===== src/design/mtk_pkg.sv =====
// Shared constants, types and the key placement function of the MIDI key overlay.
`timescale 1ns / 1ps
`default_nettype none

package mtk_pkg;

   localparam int NumKeysDef = 49;

   // MIDI byte classes.
   localparam logic [7:0] RealtimeBase  = 8'hF8;
   localparam logic [7:0] SysCommonBase = 8'hF0;

   // Upper nibble of a channel status byte.
   localparam logic [3:0] TypeNoteOff  = 4'h8;
   localparam logic [3:0] TypeNoteOn   = 4'h9;
   localparam logic [3:0] TypeCtrl     = 4'hB;
   localparam logic [3:0] TypeProgram  = 4'hC;
   localparam logic [3:0] TypeChPress  = 4'hD;

   // Controllers that drop every held key.
   localparam logic [6:0] CtrlAllSoundOff = 7'd120;
   localparam logic [6:0] CtrlAllNotesOff = 7'd123;

   // Notes that map onto the key matrix.
   localparam logic [6:0] NoteLow  = 7'd36;
   localparam logic [6:0] NoteHigh = 7'd84;

   // Row group select codes and the physical rows they address.
   localparam logic [5:0] GroupMain = 6'h00;
   localparam logic [5:0] GroupAux  = 6'h20;
   localparam logic [5:0] GroupTop  = 6'h30;
   localparam logic [4:0] RowBankBase = 5'd8;
   localparam logic [4:0] RowAuxBase  = 5'd12;
   localparam logic [4:0] RowTop      = 5'd16;

   typedef struct packed {
      logic press;
      logic release_key;
      logic clear_all;
   } key_event_type;

   typedef struct packed {
      logic [2:0] row;
      logic [6:0] mask;
   } key_place_type;

   // The lowest seven keys sit in row 7; the rest fill rows 6 down to 0, six keys a row.
   // The divide by six uses a multiply by 43 and a shift, exact for the key range.
   function automatic key_place_type key_place(input logic [5:0] key);
      key_place_type place;
      logic [5:0]    offset;
      logic [11:0]   product;
      logic [2:0]    quotient;
      logic [5:0]    remainder;
      offset    = key - 6'd7;
      product   = 12'(offset) * 12'd43;
      quotient  = product[10:8];
      remainder = offset - 6'({3'b000, quotient} * 6'd6);
      if (key < 6'd7) begin
         place.row  = 3'd7;
         place.mask = 7'h40 >> key[2:0];
      end else begin
         place.row  = 3'd6 - quotient;
         place.mask = 7'h20 >> remainder[2:0];
      end
      return place;
   endfunction

endpackage

`default_nettype wire


===== src/design/mtk_parser.sv =====
// Running-status MIDI parser that turns complete messages into key events.
`timescale 1ns / 1ps
`default_nettype none

module mtk_parser import mtk_pkg::*; #(
   parameter int NUM_KEYS = NumKeysDef,
   localparam int KeyW = $clog2(NUM_KEYS)
) (
   input  wire logic            clock,
   input  wire logic            reset,
   input  wire logic            item_valid,
   input  wire logic            item_op,
   input  wire logic [7:0]      item_byte,
   input  wire logic            commit,
   output key_event_type        key_event,
   output logic [KeyW-1:0]      key
);

   logic [7:0] status_ff, status_in;
   logic       first_ff, first_in;
   logic [6:0] first_byte_ff, first_byte_in;

   logic [3:0] msg_type;
   logic       single;
   logic       complete;
   logic [6:0] key_wide;
   logic       note_hit;

   assign msg_type = status_ff[7:4];
   assign single   = (msg_type == TypeProgram) || (msg_type == TypeChPress);
   assign key_wide = first_byte_ff - NoteLow;
   assign note_hit = (first_byte_ff >= NoteLow) && (first_byte_ff <= NoteHigh) &&
                     (key_wide < 7'(NUM_KEYS));
   assign key      = key_wide[KeyW-1:0];

   always_comb begin
      status_in     = status_ff;
      first_in      = first_ff;
      first_byte_in = first_byte_ff;
      complete      = 1'b0;
      if (item_valid && !item_op && item_byte < RealtimeBase) begin
         if (item_byte[7]) begin
            // System common bytes cancel the running status.
            status_in = (item_byte < SysCommonBase) ? item_byte : 8'h00;
            first_in  = 1'b0;
         end else if (status_ff != 8'h00) begin
            if (!first_ff) begin
               first_byte_in = item_byte[6:0];
            end
            if (single || first_ff) begin
               complete = 1'b1;
               first_in = 1'b0;
            end else begin
               first_in = 1'b1;
            end
         end
      end
   end

   always_comb begin
      key_event = '0;
      if (complete) begin
         priority if (msg_type == TypeNoteOff) begin
            key_event.release_key = note_hit;
         end else if (msg_type == TypeNoteOn) begin
            // A note-on with zero velocity is a release.
            key_event.press       = note_hit && (item_byte[6:0] != 7'd0);
            key_event.release_key = note_hit && (item_byte[6:0] == 7'd0);
         end else if (msg_type == TypeCtrl) begin
            key_event.clear_all = (first_byte_ff == CtrlAllSoundOff) ||
                                  (first_byte_ff == CtrlAllNotesOff);
         end else begin
            key_event = '0;
         end
      end
   end

   always_ff @(posedge clock) begin
      if (reset) begin
         status_ff     <= 8'h00;
         first_ff      <= 1'b0;
         first_byte_ff <= 7'd0;
      end else if (commit) begin
         status_ff     <= status_in;
         first_ff      <= first_in;
         first_byte_ff <= first_byte_in;
      end
   end

endmodule

`default_nettype wire


===== src/design/mtk_key_store.sv =====
// Per-key press counters in a memory, their valid bits and the overlay rows.
`timescale 1ns / 1ps
`default_nettype none

module mtk_key_store import mtk_pkg::*; #(
   parameter int NUM_KEYS = NumKeysDef,
   localparam int KeyW = $clog2(NUM_KEYS)
) (
   input  wire logic              clock,
   input  wire logic              reset,
   input  wire logic              rd_en,
   input  wire logic [KeyW-1:0]   rd_key,
   input  wire logic              upd_en,
   input  wire key_event_type     upd_event,
   input  wire logic [KeyW-1:0]   upd_key,
   output logic [7:0][6:0]        overlay_rows
);

   logic [7:0]          count_mem [NUM_KEYS];
   logic [NUM_KEYS-1:0] valid_ff, valid_in;
   logic [7:0]          rd_data_ff;
   logic                rd_valid_ff;
   logic [7:0][6:0]     rows_ff, rows_in;

   logic [7:0]     count;
   logic           wr_en;
   logic [7:0]     wr_data;
   key_place_type  place;

   // An entry that was never written since the last clear reads as zero.
   assign count = rd_valid_ff ? rd_data_ff : 8'd0;
   assign place = key_place(6'(upd_key));

   always_comb begin
      wr_en   = 1'b0;
      wr_data = count;
      rows_in = rows_ff;
      valid_in = valid_ff;
      if (upd_en) begin
         if (upd_event.clear_all) begin
            rows_in  = '0;
            valid_in = '0;
         end else if (upd_event.press) begin
            wr_en   = 1'b1;
            wr_data = (count == 8'hFF) ? count : count + 8'd1;
            rows_in[place.row] = rows_ff[place.row] | place.mask;
         end else if (upd_event.release_key && count != 8'd0) begin
            wr_en   = 1'b1;
            wr_data = count - 8'd1;
            if (count == 8'd1) begin
               rows_in[place.row] = rows_ff[place.row] & ~place.mask;
            end
         end
      end
      if (wr_en) begin
         valid_in[upd_key] = 1'b1;
      end
   end

   always_ff @(posedge clock) begin
      if (rd_en) begin
         rd_data_ff <= count_mem[rd_key];
      end
      if (wr_en) begin
         count_mem[upd_key] <= wr_data;
      end
   end

   always_ff @(posedge clock) begin
      if (reset) begin
         valid_ff    <= '0;
         rows_ff     <= '0;
         rd_valid_ff <= 1'b0;
      end else begin
         valid_ff <= valid_in;
         rows_ff  <= rows_in;
         if (rd_en) begin
            rd_valid_ff <= valid_ff[rd_key];
         end
      end
   end

   assign overlay_rows = rows_ff;

endmodule

`default_nettype wire


===== src/design/mtk_scan_decode.sv =====
// Decodes the column and group port values into a physical row and its overlay bits.
`timescale 1ns / 1ps
`default_nettype none

module mtk_scan_decode import mtk_pkg::*; (
   input  wire logic [7:0]       column,
   input  wire logic [7:0]       group_sel,
   input  wire logic [7:0][6:0]  overlay_rows,
   output logic                  row_valid,
   output logic [4:0]            row_index,
   output logic [6:0]            overlay_bits
);

   logic [5:0] grp;
   logic       col_hit;
   logic [2:0] col_idx;
   logic [1:0] grp_idx;

   assign grp = group_sel[5:0];

   always_comb begin
      col_hit = 1'b0;
      col_idx = 3'd0;
      for (int i = 7; i >= 0; i--) begin
         if (column[i]) begin
            col_hit = 1'b1;
            col_idx = 3'(i);
         end
      end
      grp_idx = 2'd0;
      for (int i = 3; i >= 0; i--) begin
         if (grp[i]) begin
            grp_idx = 2'(i);
         end
      end
   end

   always_comb begin
      row_valid    = 1'b0;
      row_index    = 5'd0;
      overlay_bits = 7'd0;
      priority if (grp == GroupTop) begin
         if (column == 8'h00) begin
            row_valid = 1'b1;
            row_index = RowTop;
         end
      end else if (grp[5:4] == GroupAux[5:4] && grp[3:0] != 4'h0) begin
         if (column == 8'h00) begin
            row_valid = 1'b1;
            row_index = RowAuxBase + 5'(grp_idx);
         end
      end else if (grp == GroupAux) begin
         if (col_hit && !col_idx[2]) begin
            row_valid = 1'b1;
            row_index = RowBankBase + 5'(col_idx);
         end
      end else if (grp == GroupMain) begin
         if (col_hit) begin
            row_valid    = 1'b1;
            row_index    = 5'(col_idx);
            overlay_bits = overlay_rows[col_idx];
         end
      end else begin
         row_valid = 1'b0;
      end
   end

endmodule

`default_nettype wire


===== src/design/midi_to_key_matrix_overlay_unit.sv =====
// Top level of the MIDI key overlay: pipeline control, output register and assertions.
//
// The request channel carries one item per transfer: either a received MIDI byte
// (req_op low) or a read of the key matrix (req_op high) with the column and group
// port values. Every item produces exactly one result transfer on the response
// channel. MIDI bytes answer with all-zero fields; a scan read answers with the
// physical row to address and the overlay bits to OR into it.
// The block takes one item per cycle while rsp_stall is low. An item passes an input
// register, a stage that holds the registered press-count read, and the output
// register, which offers its result on the response channel.
// Sustained throughput is one item per clock, set by the single read and single
// write port of the press-count memory, which each item uses at most once.
// When rsp_stall is high the output register holds its result and the inner
// stages keep filling until they are full; only then does req_stall rise.
// Reset clears the parser, the press-count valid bits and the overlay rows at once,
// so the block is ready in the first cycle after reset with no clearing pass.
`timescale 1ns / 1ps
`default_nettype none

module midi_to_key_matrix_overlay_unit import mtk_pkg::*; #(
   parameter int NUM_KEYS = NumKeysDef
) (
   input  wire logic        clock,
   input  wire logic        reset,
   input  wire logic        req_valid,
   output logic             req_stall,
   input  wire logic        req_op,
   input  wire logic [7:0]  req_midi_byte,
   input  wire logic [7:0]  req_scan_column,
   input  wire logic [7:0]  req_scan_group,
   output logic             rsp_valid,
   input  wire logic        rsp_stall,
   output logic             rsp_row_valid,
   output logic [4:0]       rsp_row_index,
   output logic [6:0]       rsp_overlay_bits
);

   localparam int KeyW = $clog2(NUM_KEYS);

   // Input register.
   logic             s1_valid_ff, s1_valid_in;
   logic             s1_op_ff;
   logic [7:0]       s1_byte_ff;
   logic [7:0]       s1_col_ff;
   logic [7:0]       s1_grp_ff;

   // Stage that lines up with the registered press-count read.
   logic             s2_valid_ff, s2_valid_in;
   logic             s2_op_ff;
   logic [7:0]       s2_col_ff;
   logic [7:0]       s2_grp_ff;
   key_event_type    s2_event_ff;
   logic [KeyW-1:0]  s2_key_ff;

   // Output register.
   logic             out_valid_ff, out_valid_in;
   logic             out_row_valid_ff;
   logic [4:0]       out_row_index_ff;
   logic [6:0]       out_overlay_ff;

   logic             out_free;
   logic             s2_free;
   logic             s2_move;
   logic             s1_free;
   logic             s1_move;
   logic             req_take;

   key_event_type    s1_event;
   logic [KeyW-1:0]  s1_key;
   logic [7:0][6:0]  overlay_rows;
   logic             scan_row_valid;
   logic [4:0]       scan_row_index;
   logic [6:0]       scan_overlay;

   // Each stage advances when the one after it has room in the same cycle.
   assign out_free = !out_valid_ff || !rsp_stall;
   assign s2_move  = s2_valid_ff && out_free;
   assign s2_free  = !s2_valid_ff || out_free;
   assign s1_move  = s1_valid_ff && s2_free;
   assign s1_free  = !s1_valid_ff || s2_free;
   assign req_take = req_valid && s1_free;

   assign s1_valid_in  = s1_free ? req_valid : s1_valid_ff;
   assign s2_valid_in  = s2_free ? s1_valid_ff : s2_valid_ff;
   assign out_valid_in = out_free ? s2_valid_ff : out_valid_ff;

   mtk_parser #(
      .NUM_KEYS (NUM_KEYS)
   ) u_parser (
      .clock      (clock),
      .reset      (reset),
      .item_valid (s1_valid_ff),
      .item_op    (s1_op_ff),
      .item_byte  (s1_byte_ff),
      .commit     (s1_move),
      .key_event  (s1_event),
      .key        (s1_key)
   );

   // The count of the event's key is read as the item leaves the input register
   // and updated as it leaves the next stage.
   mtk_key_store #(
      .NUM_KEYS (NUM_KEYS)
   ) u_key_store (
      .clock        (clock),
      .reset        (reset),
      .rd_en        (s1_move),
      .rd_key       (s1_key),
      .upd_en       (s2_move),
      .upd_event    (s2_event_ff),
      .upd_key      (s2_key_ff),
      .overlay_rows (overlay_rows)
   );

   // Scans read the overlay rows after every earlier item has been applied.
   mtk_scan_decode u_scan_decode (
      .column       (s2_col_ff),
      .group_sel    (s2_grp_ff),
      .overlay_rows (overlay_rows),
      .row_valid    (scan_row_valid),
      .row_index    (scan_row_index),
      .overlay_bits (scan_overlay)
   );

   always_ff @(posedge clock) begin
      if (reset) begin
         s1_valid_ff  <= 1'b0;
         s2_valid_ff  <= 1'b0;
         out_valid_ff <= 1'b0;
      end else begin
         s1_valid_ff  <= s1_valid_in;
         s2_valid_ff  <= s2_valid_in;
         out_valid_ff <= out_valid_in;
      end
   end

   always_ff @(posedge clock) begin
      if (req_take) begin
         s1_op_ff   <= req_op;
         s1_byte_ff <= req_midi_byte;
         s1_col_ff  <= req_scan_column;
         s1_grp_ff  <= req_scan_group;
      end
      if (s1_move) begin
         s2_op_ff    <= s1_op_ff;
         s2_col_ff   <= s1_col_ff;
         s2_grp_ff   <= s1_grp_ff;
         s2_event_ff <= s1_event;
         s2_key_ff   <= s1_key;
      end
      if (s2_move) begin
         // MIDI bytes always answer with all-zero fields.
         out_row_valid_ff <= s2_op_ff && scan_row_valid;
         out_row_index_ff <= s2_op_ff ? scan_row_index : 5'd0;
         out_overlay_ff   <= s2_op_ff ? scan_overlay : 7'd0;
      end
   end

   assign req_stall        = !s1_free;
   assign rsp_valid        = out_valid_ff;
   assign rsp_row_valid    = out_row_valid_ff;
   assign rsp_row_index    = out_row_index_ff;
   assign rsp_overlay_bits = out_overlay_ff;

   // Two consecutive items never both carry a key event, so the count read
   // for one event never races with the write of the previous one.
   a_no_event_overlap : assert property (@(posedge clock) disable iff (reset)
      !(s1_valid_ff && (s1_event != '0) && s2_valid_ff && (s2_event_ff != '0)))
      else $error("key events in adjacent pipeline stages");

   // A clear of all keys leaves every overlay row empty.
   a_clear_empties_rows : assert property (@(posedge clock) disable iff (reset)
      s2_move && s2_event_ff.clear_all |=> overlay_rows == '0)
      else $error("overlay rows not empty after a clear");

   // Overlay bits only come with one of the eight overlay rows.
   a_overlay_row_range : assert property (@(posedge clock) disable iff (reset)
      rsp_valid && rsp_overlay_bits != 7'd0 |-> rsp_row_valid && rsp_row_index < 5'd8)
      else $error("overlay bits outside rows 0 to 7");

   // The input side only stalls when every stage holds an item.
   a_stall_only_full : assert property (@(posedge clock) disable iff (reset)
      req_stall |-> s1_valid_ff && s2_valid_ff && out_valid_ff)
      else $error("input stalled with a free stage");

endmodule

`default_nettype wire


===== config.mk =====
export PLATFORM = sky130hd
export DESIGN_NAME = midi_to_key_matrix_overlay_unit
export DESIGN_NICKNAME = d
export VERILOG_FILES = /design/src/design/mtk_pkg.sv /design/src/design/mtk_parser.sv /design/src/design/mtk_key_store.sv /design/src/design/mtk_scan_decode.sv /design/src/design/midi_to_key_matrix_overlay_unit.sv
export SDC_FILE = /design/constraint.sdc
export NUM_CORES = 1
export LEC_CHECK = 0
export ABC_AREA = 1
export BUFFER_PORTS_ARGS = -buffer_cell sky130_fd_sc_hd__buf_2
export CAP_MARGIN = 40
export CORE_MARGIN = 5
export CORE_UTILIZATION = 60
export CTS_BUF_LIST = sky130_fd_sc_hd__clkbuf_4
export DETAILED_ROUTE_END_ITERATION = 7
export PLACE_DENSITY_LB_ADDON = 0.2
export SLEW_MARGIN = 5
export SYNTH_ARGS = -nofsm -noshare
export SYNTH_HDL_FRONTEND = slang
export SYNTH_SLANG_ARGS = --single-unit

===== constraint.sdc =====
create_clock -name clock -period 8.2 [get_ports clock]
set_input_delay 1.64 -clock clock [delete_from_list [all_inputs] [get_ports clock]]
set_output_delay 1.64 -clock clock [all_outputs]
set_load 0.05 [all_outputs]

Yosys cells after proc, flatten, opt, wreduce, memory -nomap -nowiden
Memories as Yosys holds them, arrays and structs flattened. A register that Yosys moved wholly into a read port is not among the register bits.
Cells that the tools add are included.

word-level totals
  register bits = 185
  bits in writable memories = 392
  input port bits = 29
  output and inout port bits = 15
  word-level logic and storage cells = 201
  memories = 1

memory list
  memory                 depth  width  rd ports  clocked after memory_dff  write ports  RTL line             RTL
  u_key_store.count_mem  49     8      1         1                         1            mtk_key_store.sv:19  logic [7:0] count_mem [NUM_KEYS];

cells by class
  $add $sub $neg = 8
  multipliers = 2
  $lt $le $gt $ge = 12
  equal/unequal tests = 12
  shifts and indexed selects = 2
  muxes and demuxes = 77
  bitwise logic cells = 12
  reduce and logical (&&, ||, !) cells = 45

operator list
  operator                number
  $mux W56                4
  $mux W49                3
  $bwmux W56              2
  $mux W8                 7
  $or A49 B49 Y49         1
  $bmux W7 S3             2
  $mux W5                 7
  $mux W1                 32
  $mux W3                 9
  $demux W7 S3            1
  $mux W7                 3
  $eq A4 B4 Y1 const B    5
  $lt A8 B8 Y1 const B    2
  $reduce_bool A8 Y1      2
  $logic_and A1 B1 Y1     15
  $eq A7 B7 Y1 const B    2
  $lt A6 B7 Y1 const B    2
  $eq A6 B6 Y1 const B    2
  $mul A6 B6 Y11 const B  1
  $mux W10                1
  $reduce_and A3 Y1       3
  $add A8 B1 Y8 const B   1
  $eq A8 B1 Y1 const B    1
  $eq A8 B8 Y1 const B    1
  other kinds (38)        61

Logic depth before layout (Yosys ltp)
Gate-level depths: netlist of run 1.

  depth in word-level cells = 15
  depth in mapped cells = 36

Cells and area by module
From an unflattened synthesis of run 1, not the netlist that was laid out.

second synthesis, totals
  cells, all modules = 2676
  area total of the unflattened synthesis = 26716.9 sq um

by module, submodules not included
  module                           instances  cells an instance  area an instance (sq um)  sequential area each (sq um)
  mtk_key_store                    1          2231               22634.2                   14133.6
  midi_to_key_matrix_overlay_unit  1          109                2159.6                    1981.9
  mtk_parser                       1          160                1044.8                    320.3
  mtk_scan_decode                  1          176                878.3                     0.0

Worst setup path before layout of run 1
OpenSTA, ideal clock, no wires.

  path kind = reg-to-reg
  start point = register s2_key_ff[0]
  end point = register u_key_store.rows_ff, in the netlist u_key_store.overlay_rows[10]
  setup time = 0.114 ns
  arrival = 4.891 ns
  data required time = 8.086 ns
  slack = 3.195 ns
  stages on the path, launching flop included = 28
  period minus slack after synthesis = 5.005 ns
  path through = edfxtp_1 buf_6 inv_2 ha_1 ha_1 fa_1 inv_1 fa_1 inv_1 ha_1 nand2_1 inv_1 nand2_1 nand3_1 nand2_1 nand2_1 ha_1 inv_1 nand2_1 nand2_1 xor2_1 nand3_1 o21ai_0 inv_1 o21ai_1 nor2_1 a21oi_1 nor2_1

between the ends
  cells in the longest elaborated chain, start to end = 13
  elaborated cells between the ends (all ways) = 25
  classes of those cells = add/sub: 3; mul: 2; order compare: 3; shift: 2; mux: 11; bitwise: 3; reduce/logical: 1

ends and longest elaborated chain
  item                                            RTL line                                  RTL
  start: declaration                              midi_to_key_matrix_overlay_unit.sv:53     logic [KeyW-1:0] s2_key_ff;
  start signal: assignment                        midi_to_key_matrix_overlay_unit.sv:149    s2_key_ff <= s1_key;
  $sub A6 B3 Y6                                   mtk_pkg.sv:55                             offset = key - 6'd7;
  $mul A6 B6 Y11                                  mtk_pkg.sv:56                             product = 12'(offset) * 12'd43;
  $mul A3 B2 Y2 or $sub A3 B3 Y3 (tied branches)  mtk_pkg.sv:58, mtk_pkg.sv:63
  $sub A3 B3 Y3 or $mux W10 (tied branches)       mtk_pkg.sv:58, mtk_pkg.sv:59
  $shr A6 B3 Y7, or another cell as far along     mtk_pkg.sv:64                             place.mask = 7'h20 >> remainder[2:0];
  $mux W10 *                                      mtk_pkg.sv:59                             if (key < 6'd7) begin
  $not A7 Y7 or $mux W7 (tied branches)           mtk_key_store.sv:51, mtk_key_store.sv:46
  $and A7 B7 Y7 or $demux W7 S3 (tied branches)   --
  $bwmux W56                                      mtk_key_store.sv:51                       rows_in[place.row] = rows_ff[place.row] & ~place.mask;
  $mux W56                                        mtk_key_store.sv:50                       if (count == 8'd1) begin
  $mux W56                                        mtk_key_store.sv:47                       end else if (upd_event.release_key && count != 8'd0) begin
  $mux W56 *                                      mtk_key_store.sv:43                       end else if (upd_event.press) begin
  $mux W56 *                                      mtk_key_store.sv:40                       if (upd_event.clear_all) begin
  end signal: assignment                          mtk_key_store.sv:76                       rows_ff <= rows_in;
  end: declaration                                mtk_key_store.sv:23                       logic [7:0][6:0] rows_ff, rows_in;

Mark *: on every way between the ends. The rest lies on a longest branch, timed or not. The select of a mux whose other input is x is not followed.
A chain may end at the register's enable or synchronous reset.

Worst setup path in the final report of run 1
  start point = register s2_key_ff[0]
  end point = register u_key_store.rows_ff, in the netlist u_key_store.overlay_rows[26]

Same word-level chain as after synthesis.

==> impl_results.md, run 1 <==
- Outcome: finished clean
- Critical path's top delay family: simple AND/OR/NAND/NOR gates
- TNS Setup: 0 ns
- Reg2reg start: s2_key_ff[0]
- Hold WS: roughly 0.4 ns
- Fin. max-slew vios: 0
- Reg clk slew, reported paths: 0.07 ns
- Synth area leaders: edfxtp_1 54%, dfxtp_1 9.7%, o21ai_0 5.5%
- Reg-to-Reg End: u_key_store.overlay_rows[26]
- # port buffers: 41
- CTS Buf Count: approximately 150
- Hpwl dp: 39000 um
- Die Wd: about 220 um
- Number of synthesis warnings: 0
- Initial antenna violation count: 2
- Worst Setup End Kind: register
- Worst reg-to-reg path cell count: 29
- Vias in the first global route: around 19000
- Nets@finish: 2685
- Final setup vio count: 0
- Syn-to-layout area delta: 10.9%
- Largest net degree at the start of global routing: 123
- Root Buffer: clkbuf_4
- CP max stage delay: 0.62 ns
- Site Rows: 75
- Initial Util: 0.610
- Post-synth cell types: 49
- Hold_sp: s1_col_ff[0]
- R2R Setup Slk: about 1.9 ns
- Post-Syn Nets: roughly 2600
- Initial DRC count: approximately 2500
- Final Cycle Share: 0.772
- Ports: 44
- Gr usage total: 0.276
- Minimum clock period: 6.33 ns
- Fmax: between 0.15 and 0.2 GHz
- WP buf/inv: 4
- Final cell count without fillers: about 3300
- Mapped Cells: 2513
- H-tree depth: 4
- VDD IR-drop max: 240 uV
- Via count: slightly below 20000
- Post-layout power: between 6 and 7 mW
- Synth top area share: 0.537
- Worst EP required: between 9 and 10 ns
- Critical path arrival: 7.20 ns
- DR DRC count: 0
- Die Y: 217 um
- Final hold violations: 0
- Placer Congestion: 0.903
- Worst Hold Class: reg2reg
- Critical-path maximum fanout: 11
- DRT Wirelength: 65500 um
- Min-Delay Path Depth: 0
- Synth area leader: edfxtp_1
- DR vias/cell: 6.04
- CTS Sinks: 585
- Slowest CP cell: edfxtp_1
- CP startpoint kind: register
- Slew HR: 0.358
- Wire per inst: about 20 um
- Unrepaired setup endpoints after global routing: false
- P_leak: 10.1 nW
- Mapped cell area: 0.0257 sq mm
- Min-Delay Endpoint: s2_col_ff[0]
- Avg Synthesized Cell Area: 10.2 sq um
- Skew-Pair Late Insertion Delay: 0.98 ns
- Setup Skew: 0.0662 ns
- Critical path type: reg2reg
- Layout cells sized above 1: 0.144
- Setup Buffers After CTS: 0
- #FFs+latches synth: 585
- Power per cell area: 232 mW/mm^2
- CTS tree: done
- Most frequent cell on the critical path: nand2_1
- Max Cap Viol: 0
- GR Overflow Total: 0
- Actual slew at the worst max-slew pin: 0.963 ns
- Placed cell count: 3003
- Global-route wire length before repair: 101000 um
- Clock tree buffer depth: 3
- Post-cts resize count: 0
- Post-CTS Hold Fix Bufs: 0
- Die area: approximately 0.047 sq mm
- Antenna Nets Post-Route: 0
- DR pass1 iterations: 6
- Seq/Total Area, Yosys: 0.635
- Core footprint: 0.0421 sq mm
-- routing by layer --
metal | up-vias | part of all wire | track usage
met3 | 174 | 0.094 | 0.0535
li1 | 9187 | - | -
met5 | - | 0 | 0
met4 | 0 | 0.032 | 0.121
met1 | 9337 | 0.39 | 0.367
met2 | 1101 | 0.48 | 0.447
-- sequential cells by signal, indices dropped and copies added (netlist names), 5 cells and up --
signal,flops
s2_grp_ff,6
s1_col_ff,8
s1_byte_ff,8
u_key_store.valid_ff,49
u_parser.first_byte_ff,7
rsp_overlay_bits,7
rsp_row_index,5
s1_grp_ff,6
u_key_store.count_mem,392
u_key_store.rd_data_ff,8
s2_col_ff,8
s2_key_ff,6
u_key_store.overlay_rows,56
u_parser.status_ff,8
-- cells in the mapped netlist, drive strengths merged --
library cell	instances
or2	4
fa	4
o21ai	288
o221ai	28
mux2i	3
inv	185
a221oi	1
nand3b	1
o21bai	14
a22oi	1
dfxtp	125
a211oi	1
a21boi	1
o22ai	77
o211ai	19
nor3	20
clkinv	5
buf	29
and3	1
a31oi	24
nand3	189
xor2	10
nor4	7
nand4	11
and2	1
ha	36
a21oi	156
nor2	385
o21a	1
a21o	1
edfxtp	460
clkbuf	100
o2111ai	3
nand2	320
o32ai	1
a2111oi	1
-- worst max path at each step --
stage,depth (start not counted),to,slack (ns),startpoint
final,29,u_key_store.overlay_rows[26],1.87,s2_key_ff[0]
after floorplan,27,u_key_store.overlay_rows[10],3.19,s2_key_ff[0]
after CTS,29,u_key_store.overlay_rows[26],1.99,s2_key_ff[0]
after global placement,29,u_key_store.overlay_rows[26],2.10,s2_key_ff[0]
after global routing,29,u_key_store.overlay_rows[23],1.35,s2_key_ff[0]
after detailed placement,29,u_key_store.overlay_rows[16],1.99,s2_key_ff[0]
-- worst reg2reg max path, delay by kind of cell, from the launching register on --
| family | cells | cell delay (ns) |
|---|---|---|
| xor+xnor | 1 | 0.48 |
| simple gates | 17 | 2.74 |
| compound gates | 1 | 0.13 |
| flops | 1 | 0.62 |
| fa+ha+maj | 6 | 2.09 |
| buf+inv | 4 | 0.19 |
-- power by group --
| group | switching [mW] | internal (mW) |
|---|---|---|
| combinational | 0.628 | 0.226 |
| sequential | 0.0181 | 3.22 |
| clock | 1.16 | 1.35 |
-- placed cells by master (no fill, tap or decap), drive strengths merged, types with 36 or more instances in the layout --
cell	count
dfxtp	125
o22ai	77
nand3	189
nand2	320
buf	83
ha	36
clkbuf	233
nor2	385
a21oi	156
o21ai	288
inv	190
edfxtp	460
-- stage by stage --
| stage | instance area [sq um] | util | worst slack, ns |
|---|---|---|---|
| 6_report | 28500 | 0.677 | 1.87 |
| 5_1_grt | 28500 | 0.677 | 1.35 |
| 4_1_cts | 28500 | 0.676 | 1.99 |
| 3_5_place_dp | 26500 | 0.629 | 1.99 |
| 3_3_place_gp | 26300 | 0.624 | 2.10 |
| 2_1_floorplan | 25700 | - | 3.19 |
-- logic make-up after synthesis --
group                      after synthesis  synth area share
AOI/OAI and AO/OA                      617             0.135
DFF                                    585             0.635
muxes                                    3           0.00117
adders and majority gates               40            0.0206
xor gates and xnor gates                10           0.00341
buffers and inverters                  319            0.0492
and+or+nand+nor                        939             0.156
-- final cells by class --
type                    instances  area (sq um)
flip-flops and latches        585         16300
fillers                      3155         13600
multi-input cells            1609          8220
clock buffers                 232          1740
inverters                     190           721
well taps                     539           674
repair buffers                 84           607
clock inverters                33           209
diodes                          7          17.5
Note: power is estimated with default switching activity, not from simulation.
==> run 2: changes to the inputs <==
Settings changed: ABC_AREA 1 to 0, CORE_UTILIZATION 60 to 59.
Clock period 8.2 ns to 5.2 ns, I/O delays scaled along.
==> run 2 against run 1 <==
Effect of this change: the run now ends with negative setup slack left; die area is 0.43% lower; first-iteration DRC count down 38%; critical path depth down 8; setup slack worse by 2.0 ns; global-route usage fell by 2.3 points; hold slack worse by 0.15 ns; fmax up 18%; utilization rose by 2.3 points; register-to-register slack got worse by 2.0 ns; non-clock buffer count is 90 higher; highest routed layer unchanged.
==> impl_results.md, run 2 <==
- Max Cap Viol: 0 (unchanged)
- Minimum clock period: 5.37 ns (-0.968 ns)
- Die Wd: 217 um (-0.21%)
- Setup Skew: 0.0539 ns (-0.0124 ns)
- Sw frac: 0.257 (-0.0168)
- Post-CTS Hold Fix Bufs: 0 (unchanged)
- Critical path arrival: 6.21 ns (-0.99 ns)
- Worst EP required: 6.04 ns (-3.03 ns)
- P_leak: 9.32 nW (-8.1%)
- Synth area leader: edfxtp_1
- Core footprint: 0.0420 sq mm (-0.22%)
- Via count: 15700 (-21%)
- #FFs+latches synth: 585 (unchanged)
- Post-Syn Nets: 1707 (-34%)
- Gr usage total: 0.253 (-0.0232)
- Synth area leaders: edfxtp_1 55%, mux4_2 14%, dfxtp_1 9.9%
- Final setup vio count: 50 (+50)
- Flop pwr share: 0.484 (-0.006)
- Syn-to-layout area delta: 16.9%
- Number of synthesized flops with an enable pin: 460 (unchanged)
- Critical-path maximum fanout: 8 (-3)
- Failing checks: negative setup slack
- Synth top area share: 0.549 (+0.0116)
- Internal power: 7.76 mW (+62%)
- Post-place setup slack: -0.294 ns (-2.29 ns)
- Fmax: 0.186 GHz (+18%)
- Initial DRC count: 1559 (-38%)
- GR Overflow Total: 0 (unchanged)
- CTS tree: done
- Worst Hold Class: in2reg
- Die area: 0.0469 sq mm (-0.43%)
- Root Buffer: clkbuf_4
- Unrepaired setup endpoints after global routing: true
- VDD IR-drop max: 253 uV (+5.3%)
- Commonest non-fill, non-tap cells in the layout: 460 x edfxtp_1, 216 x clkbuf_4, 169 x nor2_1
- Fin. max-slew vios: 0 (unchanged)
- # port buffers: 41 (unchanged)
- FFs w/ async S/R, synth: 0 (unchanged)
- Reg clk slew, reported paths: 0.07 ns (about the same)
- Final hold violations: 0 (unchanged)
- Layout cells sized above 1: 0.338 (+0.194)
- Slew HR: 0.359 (+0.00123)
- Seq/Total Area, Yosys: 0.648 (+0.0137)
- Number of synthesis warnings: 0 (unchanged)
- Clock share of power: 0.379 (-0.002)
- Clock tree buffer depth: 3 (unchanged)
- Hold WS: 0.256 ns (-0.153 ns)
- Avg Synthesized Cell Area: 15.4 sq um (+50%)
- Commonest cells in the netlist: 460 x edfxtp_1, 169 x nor2_1, 156 x mux4_2
- CP startpoint kind: register
- DR vias/cell: 6.20 (+2.7%)
- Setup WS post-layout: -0.165 ns (-2.03 ns)
- Commonest non-fill, non-tap cell in the layout: edfxtp_1
- Placer Congestion: 0.881 (-2.5%)
- Ys flop type: edfxtp_1
- Global-route wire length before repair: 90300 um (-11%)
- H-tree depth: 4 (unchanged)
- Top-count cell post-synth: edfxtp_1
- Power per cell area: 355 mW/mm^2 (+53%)
- DR DRC count: 0 (unchanged)
- Logic pwr share: 0.137 (+0.008)
- Antenna Nets Post-Route: 0 (unchanged)
- Switch Pwr: 2.69 mW (+49%)
- Wire per inst: 22.9 um (+15%)
- Filler cell count: 2820 (-11%)
- Largest net degree at the start of global routing: 77 (-37%)
- Worst Setup End Kind: register
- Die Y: 217 um (-0.21%)
- Nets@finish: 1947 (-27%)
- Number of flip-flops in the largest register: 392 (unchanged)
- Post-synth cell types: 89 (+82%)
- CTS Buf Count: 148 (+1.4%)
- Actual slew at the worst max-slew pin: 0.961 ns (-0.00185 ns)
- DRT Wirelength: 57900 um (-12%)
- Vias in the first global route: 16000 (-15%)
- Largest reg by FF count: u_key_store.count_mem
- Post-layout power: 10.4 mW (+58%)
- DR pass1 iterations: 6 (unchanged)
- Skew-Pair Late Insertion Delay: 0.98 ns (about the same)
- Final Cycle Share: 1.03 (+0.259)
- Mapped Cells: 1638 (-35%)
- Initial antenna violation count: 2 (unchanged)
- CTS Sinks: 585 (unchanged)
- Hpwl dp: 37200 um (-4.8%)
- Mapped cell area: 0.0252 sq mm (-2.1%)
- Initial Util: 0.599 (-0.0115)
- Site Rows: 75 (unchanged)
- Ports: 44 (unchanged)
- Outcome: complete, but fails checks
- Critical path type: reg2reg
[run 2: final timing paths]
| check | from | endpoint | slack, ns | depth (start not counted) |
|---|---|---|---|---|
| worst max-delay path | s2_key_ff[0] | u_key_store.overlay_rows[24] | -0.17 | 21 |
| worst max register to register | s2_key_ff[0] | u_key_store.overlay_rows[24] | -0.17 | 21 |
| worst min register to register | s1_grp_ff[2] | s2_grp_ff[2] | 0.42 | 0 |
| worst min-delay path | req_scan_column[1] | s1_col_ff[1] | 0.26 | 1 |
[run 2: cells by family after synthesis]
| logic type | after synthesis | share of synthesized area |
|---|---|---|
| and+or+nand+nor | 443 | 0.0793 |
| buffers and inverters | 123 | 0.0199 |
| AOI/OAI and AO/OA | 238 | 0.0697 |
| DFF | 585 | 0.648 |
| adders and majority gates | 40 | 0.0211 |
| xor gates and xnor gates | 20 | 0.00885 |
| muxes | 189 | 0.153 |
[run 2: cell type report]
| class | instances | area (sq um) | area share |
|---|---|---|---|
| Inverter | 39 | 146 | 0.00498 |
| Tap cell | 539 | 674 | 0.0229 |
| Sequential cell | 585 | 16300 | 0.555 |
| Clock inverter | 43 | 313 | 0.0106 |
| Clock buffer | 216 | 1620 | 0.0551 |
| Multi-Input combinational cell | 930 | 8920 | 0.303 |
| Antenna cell | 2 | 5.00 | 0.000170 |
| Timing Repair Buffer | 174 | 1420 | 0.0482 |
[run 2: repair_timing]
action / 4_1_cts / 5_1_grt
pin swaps: 25 / 12
cloned: 0 / 0
setup endpoints to repair: 52 / 54
resized for setup: 36 / 20
setup buffers: 15 / 1
[run 2: critical path: stages, from the launching register on]
cell and delay (ns):
edfxtp_1 0.48, ha_2 0.25, a21oi_2 0.17, xor2_2 0.29, buf_4 0.18, ha_1 0.23, ha_1 0.28, ha_1 0.32
ha_4 0.26, buf_4 0.14, and4_4 0.20, a221oi_4 0.26, nand2b_1 0.13, xor2_2 0.20, ha_4 0.19, xnor2_4 0.13
xnor2_2 0.23, xnor2_4 0.13, or4_4 0.54, a41oi_4 0.24, o211ai_4 0.16, a32o_1 0.25
[run 2: layer usage]
metal,vias to the layer above,share of wire,GRT usage
met1,7857,0.41,0.348
li1,7007,-,-
met5,-,0,0
met2,714,0.48,0.393
met4,0,0.017,0.0818
met3,99,0.092,0.0762
[run 2: power groups by stage]
stage,clock network [mW],logic (mW),registers [mW]
after global routing,4.34,1.51,5.05
after floorplan,0,0.741,5.16
final,3.96,1.43,5.05
after detailed placement,0,1.17,5.16
after global placement,0,1.14,5.16
after CTS,4.05,1.36,5.05
[run 2: metrics by stage]
stage | area [sq um] | cells | TNS, ns | util
2_1_floorplan | 25300 | 1638 | -10.40 | -
3_3_place_gp | 26800 | 2238 | -2.18 | 0.638
3_5_place_dp | 27000 | 2250 | -8.75 | 0.642
4_1_cts | 29300 | 2524 | -1.60 | 0.696
5_1_grt | 29400 | 2528 | -13.39 | 0.700
6_report | 29400 | 2528 | -2.79 | 0.700
